<file path="src/rtl/rdm_packet_framer_unit_assert.svh">
// assertion macros for the rdm packet framer
`ifndef RDM_PACKET_FRAMER_UNIT_ASSERT_SVH
`define RDM_PACKET_FRAMER_UNIT_ASSERT_SVH

`ifndef SYNTHESIS

// checked only out of reset
`define RDM_PF_ASSERT(lbl, clk, rstn, prop, msg) \
  lbl: assert property (@(posedge clk) disable iff (!rstn) prop) else $error(msg);

// checked at every edge, reset included
`define RDM_PF_ASSERT_ALWAYS(lbl, clk, prop, msg) \
  lbl: assert property (@(posedge clk) prop) else $error(msg);

`else

`define RDM_PF_ASSERT(lbl, clk, rstn, prop, msg)
`define RDM_PF_ASSERT_ALWAYS(lbl, clk, prop, msg)

`endif

`endif

</file>
<file path="src/rtl/rdm_pf_pkg.sv">
`default_nettype none

package rdm_pf_pkg;

  localparam int unsigned BYTE_W    = 8;
  localparam int unsigned UID_W     = 48;
  localparam int unsigned MID_W     = 40;
  localparam int unsigned PID_W     = 16;
  localparam int unsigned SUM_W     = 16;
  localparam int unsigned STEP_W    = 5;
  localparam int unsigned CFG_IDX_W = 2;
  localparam int unsigned CFG_DAT_W = 48;

  localparam logic [BYTE_W-1:0] HDR_BYTES = 8'd24;

  // item modes
  localparam logic MODE_HEADER = 1'b0;
  localparam logic MODE_DATA   = 1'b1;

  // sequencer steps: 0..23 header bytes (0 also for a data byte), then the two checksum bytes
  localparam logic [STEP_W-1:0] STEP_FIRST  = 5'd0;
  localparam logic [STEP_W-1:0] STEP_HDR_LAST = 5'd23;
  localparam logic [STEP_W-1:0] STEP_CKS_HI = 5'd24;
  localparam logic [STEP_W-1:0] STEP_CKS_LO = 5'd25;

  // register indexes
  localparam logic [CFG_IDX_W-1:0] CFG_START_CODE     = 2'd0;
  localparam logic [CFG_IDX_W-1:0] CFG_SUB_START_CODE = 2'd1;
  localparam logic [CFG_IDX_W-1:0] CFG_SRC_UID        = 2'd2;
  localparam logic [CFG_IDX_W-1:0] CFG_MIDDLE_FIELDS  = 2'd3;

  typedef struct packed {
    logic [BYTE_W-1:0] start_code;
    logic [BYTE_W-1:0] sub_start_code;
    logic [UID_W-1:0]  src_uid;
    logic [MID_W-1:0]  middle_fields;
  } cfg_t;

  typedef struct packed {
    logic              valid;
    logic [BYTE_W-1:0] data;
    logic              last;
  } emit_t;

  typedef struct packed {
    logic              in_packet;
    logic [STEP_W-1:0] step;
  } status_t;

endpackage

`default_nettype wire

</file>
<file path="src/rtl/rdm_packet_framer_unit.sv">
`default_nettype none

// rdm message framer. a header transfer (mode 0) opens a message and produces its
// 24 header bytes: start code, sub-start code, message length (24 + data length),
// destination uid, source uid, five middle bytes, command class, parameter id and
// data length. each data transfer (mode 1) that follows produces one byte, and after
// the last one the 16-bit wrapping sum of all bytes goes out high byte first, the low
// byte flagged with out_last. zero data length closes the message right after the
// header. a new header abandons an open message without a checksum, and data
// transfers that arrive when no byte is expected are taken and dropped. the block
// puts out one byte per cycle, while out_stall is low, through a single output
// register: a transfer holds the input until its final byte, checksum included, is
// taken, a dropped data transfer is let go at once, and the next transfer is taken
// in the cycle the current one produces its final byte. the configuration
// registers are read while the header goes out; the user must write them only
// while the block is idle (not enforced by the block); cfg_ready is always high.
module rdm_packet_framer_unit (
  input  wire                                  clk,
  input  wire                                  rst_n,
  // configuration write channel
  input  wire                                  cfg_valid,
  output logic                                 cfg_ready,
  input  wire [rdm_pf_pkg::CFG_IDX_W-1:0]      cfg_index,
  input  wire [rdm_pf_pkg::CFG_DAT_W-1:0]      cfg_data,
  // input items
  input  wire                                  in_valid,
  output logic                                 in_stall,
  input  wire                                  in_mode,
  input  wire [rdm_pf_pkg::UID_W-1:0]          in_dest_uid,
  input  wire [rdm_pf_pkg::BYTE_W-1:0]         in_command_class,
  input  wire [rdm_pf_pkg::PID_W-1:0]          in_parameter_id,
  input  wire [rdm_pf_pkg::BYTE_W-1:0]         in_data_length,
  input  wire [rdm_pf_pkg::BYTE_W-1:0]         in_data_byte,
  // message bytes
  output logic                                 out_valid,
  input  wire                                  out_stall,
  output logic [rdm_pf_pkg::BYTE_W-1:0]        out_byte,
  output logic                                 out_last
);
  import rdm_pf_pkg::*;

  `include "rdm_packet_framer_unit_assert.svh"

  cfg_t              cfg_r;
  emit_t             emit;
  status_t           status;
  logic              emit_ready;

  logic              out_valid_r;
  logic [BYTE_W-1:0] out_byte_r;
  logic              out_last_r;

  // checksum byte offered this cycle
  logic              cks_emit;
  logic              last_fire;

  // configuration registers, one write per transfer
  assign cfg_ready = 1'b1;

  always_ff @(posedge clk) begin
    if (!rst_n) begin
      cfg_r.start_code     <= 8'hCC;
      cfg_r.sub_start_code <= 8'h01;
      cfg_r.src_uid        <= '0;
      cfg_r.middle_fields  <= '0;
    end else if (cfg_valid && cfg_ready) begin
      case (cfg_index)
        CFG_START_CODE:     cfg_r.start_code     <= cfg_data[BYTE_W-1:0];
        CFG_SUB_START_CODE: cfg_r.sub_start_code <= cfg_data[BYTE_W-1:0];
        CFG_SRC_UID:        cfg_r.src_uid        <= cfg_data[UID_W-1:0];
        CFG_MIDDLE_FIELDS:  cfg_r.middle_fields  <= cfg_data[MID_W-1:0];
        default: begin
        end
      endcase
    end
  end

  // item register, message state and byte sequencer
  rdm_pf_emitter u_emitter (
    .clk              (clk),
    .rst_n            (rst_n),
    .cfg              (cfg_r),
    .in_valid         (in_valid),
    .in_stall         (in_stall),
    .in_mode          (in_mode),
    .in_dest_uid      (in_dest_uid),
    .in_command_class (in_command_class),
    .in_parameter_id  (in_parameter_id),
    .in_data_length   (in_data_length),
    .in_data_byte     (in_data_byte),
    .emit_ready       (emit_ready),
    .emit             (emit),
    .status           (status)
  );

  // output register: refills whenever empty or being drained this cycle
  assign emit_ready = !out_valid_r || !out_stall;

  always_ff @(posedge clk) begin
    if (!rst_n) begin
      out_valid_r <= 1'b0;
    end else if (emit_ready) begin
      out_valid_r <= emit.valid;
    end
  end

  always_ff @(posedge clk) begin
    if (emit_ready && emit.valid) begin
      out_byte_r <= emit.data;
      out_last_r <= emit.last;
    end
  end

  assign out_valid = out_valid_r;
  assign out_byte  = out_byte_r;
  assign out_last  = out_last_r;

  assign cks_emit  = emit.valid &&
                     (status.step == STEP_CKS_HI || status.step == STEP_CKS_LO);
  assign last_fire = emit.valid && emit_ready && emit.last;

  // checksum bytes only go out inside an open message
  `RDM_PF_ASSERT(a_cks_in_packet, clk, rst_n, cks_emit |-> status.in_packet, "cks outside msg")

  // the low checksum byte closes the message
  `RDM_PF_ASSERT(a_last_closes, clk, rst_n, last_fire |=> !status.in_packet, "msg open at end")

  // nothing leaves the block right after reset
  `RDM_PF_ASSERT_ALWAYS(a_reset_quiet, clk, !rst_n |=> !out_valid, "output valid after reset")

endmodule

`default_nettype wire

</file>
<file path="src/rtl/rdm_pf_emitter.sv">
`default_nettype none

module rdm_pf_emitter (
  input  wire                                  clk,
  input  wire                                  rst_n,
  input  wire rdm_pf_pkg::cfg_t                cfg,
  input  wire                                  in_valid,
  output logic                                 in_stall,
  input  wire                                  in_mode,
  input  wire [rdm_pf_pkg::UID_W-1:0]          in_dest_uid,
  input  wire [rdm_pf_pkg::BYTE_W-1:0]         in_command_class,
  input  wire [rdm_pf_pkg::PID_W-1:0]          in_parameter_id,
  input  wire [rdm_pf_pkg::BYTE_W-1:0]         in_data_length,
  input  wire [rdm_pf_pkg::BYTE_W-1:0]         in_data_byte,
  input  wire                                  emit_ready,
  output rdm_pf_pkg::emit_t                    emit,
  output rdm_pf_pkg::status_t                  status
);
  import rdm_pf_pkg::*;

  // held item
  logic              item_vld_r;
  logic              mode_r;
  logic [UID_W-1:0]  dest_r;
  logic [BYTE_W-1:0] cls_r;
  logic [PID_W-1:0]  pid_r;
  logic [BYTE_W-1:0] len_r;
  logic [BYTE_W-1:0] dbyte_r;

  // message state
  logic [STEP_W-1:0] step_r, step_nxt;
  logic [SUM_W-1:0]  sum_r;
  logic [BYTE_W-1:0] rem_r;
  logic              inpkt_r;

  logic              is_hdr;
  logic              ignore;
  logic              fire;
  logic              final_step;
  logic              item_done;
  logic              in_acc;
  logic [191:0]      hdr_vec;
  logic [STEP_W-1:0] hdr_sel;
  logic [BYTE_W-1:0] hdr_byte;
  logic [BYTE_W-1:0] byte_sel;

  assign is_hdr = (mode_r == MODE_HEADER);
  // data item with nothing expected: dropped without a byte
  assign ignore = item_vld_r && !is_hdr && (step_r == STEP_FIRST) &&
                  (!inpkt_r || rem_r == '0);

  assign hdr_vec = {cfg.start_code, cfg.sub_start_code, HDR_BYTES + len_r, dest_r,
                    cfg.src_uid, cfg.middle_fields, cls_r, pid_r, len_r};
  assign hdr_sel = (step_r <= STEP_HDR_LAST) ? (STEP_HDR_LAST - step_r) : '0;
  assign hdr_byte = hdr_vec[{hdr_sel, 3'b000} +: BYTE_W];

  always_comb begin
    emit.valid = item_vld_r && !ignore;
    emit.last  = 1'b0;
    if (step_r == STEP_CKS_HI) begin
      byte_sel = sum_r[SUM_W-1:BYTE_W];
    end else if (step_r == STEP_CKS_LO) begin
      byte_sel  = sum_r[BYTE_W-1:0];
      emit.last = 1'b1;
    end else if (is_hdr) begin
      byte_sel = hdr_byte;
    end else begin
      byte_sel = dbyte_r;
    end
    emit.data = byte_sel;
  end

  assign fire = emit.valid && emit_ready;

  always_comb begin
    if (step_r == STEP_CKS_LO) begin
      final_step = 1'b1;
    end else if (step_r == STEP_CKS_HI) begin
      final_step = 1'b0;
    end else if (is_hdr) begin
      final_step = (step_r == STEP_HDR_LAST) && (len_r != '0);
    end else begin
      final_step = (rem_r != 8'd1);
    end
  end

  always_comb begin
    if (step_r == STEP_CKS_HI) begin
      step_nxt = STEP_CKS_LO;
    end else if (is_hdr && step_r != STEP_HDR_LAST) begin
      step_nxt = step_r + 5'd1;
    end else begin
      step_nxt = STEP_CKS_HI;
    end
  end

  assign item_done = ignore || (fire && final_step);
  assign in_stall  = item_vld_r && !item_done;
  assign in_acc    = in_valid && !in_stall;

  always_ff @(posedge clk) begin
    if (!rst_n) begin
      item_vld_r <= 1'b0;
      step_r     <= STEP_FIRST;
      sum_r      <= '0;
      rem_r      <= '0;
      inpkt_r    <= 1'b0;
    end else begin
      if (in_acc) begin
        item_vld_r <= 1'b1;
      end else if (item_done) begin
        item_vld_r <= 1'b0;
      end

      if (item_done) begin
        step_r <= STEP_FIRST;
      end else if (fire) begin
        step_r <= step_nxt;
      end

      if (fire) begin
        if (step_r == STEP_CKS_LO) begin
          sum_r   <= '0;
          rem_r   <= '0;
          inpkt_r <= 1'b0;
        end else if (step_r == STEP_CKS_HI) begin
          sum_r <= sum_r;
        end else if (is_hdr && step_r == STEP_FIRST) begin
          // new header abandons any open message
          sum_r   <= SUM_W'(byte_sel);
          rem_r   <= len_r;
          inpkt_r <= 1'b1;
        end else begin
          sum_r <= sum_r + SUM_W'(byte_sel);
          if (!is_hdr) begin
            rem_r <= rem_r - 8'd1;
          end
        end
      end
    end
  end

  always_ff @(posedge clk) begin
    if (in_acc) begin
      mode_r  <= in_mode;
      dest_r  <= in_dest_uid;
      cls_r   <= in_command_class;
      pid_r   <= in_parameter_id;
      len_r   <= in_data_length;
      dbyte_r <= in_data_byte;
    end
  end

  assign status.in_packet = inpkt_r;
  assign status.step      = step_r;

endmodule

`default_nettype wire

</file>
<file path="config.mk">
export PLATFORM = sky130hd
export DESIGN_NAME = rdm_packet_framer_unit
export DESIGN_NICKNAME = d
export VERILOG_FILES = /design/src/rtl/rdm_pf_pkg.sv /design/src/rtl/rdm_packet_framer_unit.sv /design/src/rtl/rdm_pf_emitter.sv
export VERILOG_INCLUDE_DIRS = /design/src /design/src/rtl
export SDC_FILE = /design/constraint.sdc
export NUM_CORES = 1
export LEC_CHECK = 0
export BUFFER_PORTS_ARGS = -buffer_cell sky130_fd_sc_hd__buf_4
export CAP_MARGIN = 15
export CORE_MARGIN = 5
export CORE_UTILIZATION = 25
export DETAILED_ROUTE_END_ITERATION = 10
export SETUP_SLACK_MARGIN = 0.15
export SYNTH_ARGS = -nofsm -noshare
export SYNTH_HDL_FRONTEND = slang
export SYNTH_HIERARCHICAL = 1
export SYNTH_SLANG_ARGS = --single-unit
</file>
<file path="constraint.sdc">
create_clock -name clk -period 6.4 [get_ports clk]
set_input_delay 0.32 -clock clk [delete_from_list [all_inputs] [get_ports clk]]
set_output_delay 0.32 -clock clk [all_outputs]
set_load 0.01 [all_outputs]
</file>
# After elaboration in Yosys (flattened, before gate mapping)
# Cells that the tools add are included.
[totals]
regBits = 234
latch_bits = 0
ram_bits = 0
mem_bits_ro = 0
input_bits = 144
memories = 0
[classes]
add_sub_neg = 5
mul = 0
div = 0
order_cmp = 1
n_eq_ne = 9
n_shift = 1
mux = 22
bitwise = 2
n_reduce_logical = 35
[ops]
columns = ["operator", "count"]
rows = [
  ["192-bit by 9-bit indexed part select with 8-bit output", 1],
  ["8-bit two-way mux", 7],
  ["16-bit two-way mux", 3],
  ["16-bit by 8-bit adder with 16-bit output", 1],
  ["5-bit == test, second input constant", 3],
  ["5-bit two-way mux", 3],
  ["1-bit logical AND", 11],
  ["2-bit AND reduction", 5],
  ["1-bit two-way mux", 9],
  ["5-bit by 8-bit adder with 8-bit output, first input constant", 1],
  ["8-bit logical NOT", 1],
  ["8-bit by 1-bit inequality test with 1-bit output, second input constant", 1],
  ["8-bit nonzero test", 1],
  ["8-bit by 1-bit subtractor with 8-bit output, second input constant", 1],
  ["1-bit logical NOT", 6],
  ["3-bit AND reduction", 2],
  ["5-bit by 1-bit adder with 5-bit output, second input constant", 1],
  ["5-bit less-or-equal comparator, second input constant", 1],
  ["5-bit logical NOT", 1],
  ["5-bit inequality test, second input constant", 1],
  ["5-bit subtractor, first input constant", 1],
  ["2-bit == test, second input constant", 2],
  ["2-bit nonzero test", 2],
  ["1-bit logical OR", 3],
  ["other kinds (6)", 7],
]

# Depth between registers and ports, before layout
[depth]
word_depth = 13
ltp_mapped = 20
mapped_depth_nobuf = 17

# Modules after synthesis
# The synthesis kept the hierarchy.
[by_module_without_submodules]
columns = ["mod", "n_inst", "cells_per_inst", "area_per_inst_um2"]
rows = [
  ["rdm_pf_emitter", 1, 697, 7305.8],
  ["rdm_packet_framer_unit", 1, 415, 4251.6],
]

# Worst setup path before layout
# Ideal clock, no wire load.
[synth_timing]
path_type = "reg2reg"
startpoint = "register u_emitter.step_r[0]"
endpoint = "register u_emitter.cls_r[0], enable pin"
setup_ps = 547
t_arrival_ps = 6116
t_required_ps = 5853
setup_slack_ps = -263
stages_incl_launch_ff = 11
n_path_buf = 3
period_less_slack_ps = 6663
path_cell_list = "dfxtp_1 > buf_6 > inv_4 > buf_2 > buf_1 > ha_1 > nor4b_1 > and2_1 > a21oi_1 > o21a_1 > nor2b_1"
[synth_rtl]
columns = ["item", "line_no", "source"]
rows = [
  ["start: declaration", "rdm_pf_emitter.sv:31", "logic [STEP_W-1:0] step_r, step_nxt;"],
  ["start signal: assignment", "rdm_pf_emitter.sv:118", "step_r <= step_nxt;"],
  ["end signal: assignment", "rdm_pf_emitter.sv:147", "cls_r <= in_command_class;"],
  ["end: declaration", "rdm_pf_emitter.sv:25", "logic [BYTE_W-1:0] cls_r;"],
]

==> impl_metrics.tcl <==
set metrics [dict create \
    outcome "finished clean" \
    reg2reg_to "u_emitter/sum_r[12]$_SDFFE_PN0P_" \
    ir_worst_vdd_uv 193.6 \
    synth_nets 1275 \
    r2r-start "u_emitter/step_r[1]$_SDFFE_PP0P_" \
    fill_cells 4600 \
    min_path_cells 3 \
    max-slew-margin-rel_pct 34.87 \
    wire_per_inst_um 20.84 \
    die_y_um 224.9 \
    ff2ff_path_depth 15 \
    skew_ns 0.02765 \
    start_util_pct 25.34 \
    cp.arrival_ns 5.85 \
    drt_iter0_drc 742 \
    htree_num_levels 1 \
    syn_inst 1111 \
    avgViaCountPerCell 4.879 \
    clock-sinks 234 \
    grt_usage_pct 15.39 \
    min_to "cfg_r[81]$_SDFFE_PN0P_" \
    dp_hpwl_mm 29.66 \
    antenna_cells 0 \
    numCtsBuffers 27 \
    clk_pin_slew_ns 0.06 \
    tightest_slew_ns 0.9757 \
    slew_violations 0 \
    vias 9489 \
    drive_above_1_share_pct 19.11 \
    antenna_left 0 \
    crit_chain "ha_1 > nand3_2 > a21oi_4 > a21oi_1 > a2111oi_1 > a311oi_1 > a211oi_1 > inv_1 > fa_1 > o21ai_0 > a31oi_1 > nor4_4 > nand3_1 > xor2_1 > nor2_1" \
    min_from "cfg_data[41]" \
    power_density_mw_per_mm2 251.3 \
    p_total_mw 3.759 \
    grt_overflow 0 \
    gp_congestion 0.9235 \
    dr.pass1.iters 6 \
    finalHoldViolations 0 \
    final-setup-viol-count 0 \
    io_buffer_count 154 \
    critPathRequiredTime_ns 6.83 \
    max_stage_delay_ns 0.70 \
    num_io_pins 156 \
    cts_tree "yes" \
    core_mm2 0.04558 \
    hold_path.class "input port to flip-flop" \
    drcViolationCount 0 \
    fmax_mhz 184.6 \
    cp_max_fo 15 \
    area_growth_pct 29.49 \
    fin_nets 1488 \
    worstSetupStartpointType "flip-flop" \
    period_share_pct 84.63 \
    cap_violations 0 \
    die_w_um 224.9 \
    cts_resized 0 \
    fin_crit_ns 5.416 \
    rows 78 \
    dieArea_mm2 0.05060 \
    grt_max_degree 85 \
    clock-root-buffer "clkbuf_16" \
    antenna_found_initial 0 \
    yosysWarnings 6 \
    clockBufferDepth 3 \
    regToRegSetupSlack_ns 0.98 \
    grt_pass1_wl_mm 60.12 \
    leakage_nw 5.859 \
    rsz0062_at_grt "false" \
    wl_mm 40.54 \
    syn_area_per_cell_um2 10.40 \
    finalSetupTns_ns 0 \
    grt_pass1_vias 9624 \
    synth_area_mm2 0.01155 \
    clk_latency_ns 0.57 \
    slowest_stage "dfxtp_1" \
    cp-end-kind "flip-flop" \
    path_class "flip-flop to flip-flop" \
]
## worst max-delay path by stage
stage,start,to,cells past startpoint
after floorplan,u_emitter/step_r[0]$_SDFFE_PP0P_,u_emitter/cls_r[0]$_DFFE_PP_,10
after global placement,u_emitter/step_r[0]$_SDFFE_PP0P_,u_emitter/sum_r[14]$_SDFFE_PN0P_,15
after detailed placement,u_emitter/step_r[0]$_SDFFE_PP0P_,u_emitter/sum_r[12]$_SDFFE_PN0P_,15
after CTS,u_emitter/step_r[0]$_SDFFE_PP0P_,u_emitter/sum_r[12]$_SDFFE_PN0P_,15
after global routing,u_emitter/step_r[2]$_SDFFE_PP0P_,u_emitter/sum_r[14]$_SDFFE_PN0P_,14
final,u_emitter/step_r[1]$_SDFFE_PP0P_,u_emitter/sum_r[12]$_SDFFE_PN0P_,15
## area by class of cell
type                       count  area, um2  area share, %
inverter                      27      103.9         0.6944
timing repair buffer         264       2232          14.93
sequential                   234       5667          37.89
multi-input combinational    770       5320          35.57
tap                          600      750.7          5.020
clock buffer                  31      690.7          4.618
clock inverter                19      191.4          1.280
## power breakdown
part	internal, mW	leakage (nW)	total, mW	switching, mW
clock	0.900	0.432	1.53	0.633
combinational	0.234	3.37	0.516	0.282
sequential	1.64	2.05	1.71	0.0672
total	2.78	5.86	3.76	0.983
## critical path, delay by kind of cell, from the launching register on
kind                     cells  cell delay [ns]
XOR/XNOR                     1             0.16
adder cells (fa/ha/maj)      2             0.89
AND/OR/NAND/NOR              4             0.88
AO/OA/AOI/OAI                7             2.54
buffers and inverters        1             0.11
flip-flops                   1             0.70
## flip-flops by register name, indices dropped and copies added (netlist names)
| name | count |
|---|---|
| cfg_r | 104 |
| out_byte | 8 |
| out_last | 1 |
| out_valid | 1 |
| u_emitter/cls_r | 8 |
| u_emitter/dbyte_r | 8 |
| u_emitter/dest_r | 48 |
| u_emitter/inpkt_r | 1 |
| u_emitter/item_vld_r | 1 |
| u_emitter/len_r | 8 |
| u_emitter/mode_r | 1 |
| u_emitter/pid_r | 16 |
| u_emitter/rem_r | 8 |
| u_emitter/step_r | 5 |
| u_emitter/sum_r | 16 |
## cell usage in the layout, fill, tap and decap left out, types with 27 or more instances in the layout
| cell type | count |
|---|---|
| edfxtp_1 | 98 |
| mux2i_1 | 120 |
| nand2_1 | 195 |
| dlygate4sd3_1 | 95 |
| o21ai_0 | 40 |
| dfxtp_1 | 135 |
| clkbuf_16 | 27 |
| a21oi_1 | 56 |
| nor2_1 | 47 |
| buf_4 | 168 |
## routing by layer
metal,vias to the layer above,track usage [%],wire length [um]
li1,4514,-,-
met1,4597,20.65,17740
met2,313,25.42,19290
met3,65,2.931,2342
met4,0,4.321,1168
met5,-,0,0
## metrics by stage
stage               area [um2]  worst slack (ns)  hold WS, ns  util [%]  instances
finish                   14960            0.9836      0.01768     32.81       1945
global route             14960            0.6423     0.006720     32.81       1945
CTS                      14950             1.080     0.001408     32.80       1944
detailed placement       13120             1.062       0.4475     28.78       1799
global placement         13120             1.225       0.4410     28.78       1799
floorplan                11550             1.460       0.4189         -       1111
## repair_timing
action / 4_1_cts / 5_1_grt
hold endpoints to repair: 95 / 0
setup buffers: 0 / 0
hold buffers: 95 / 0
Note: power is estimated with default switching activity, not from simulation.
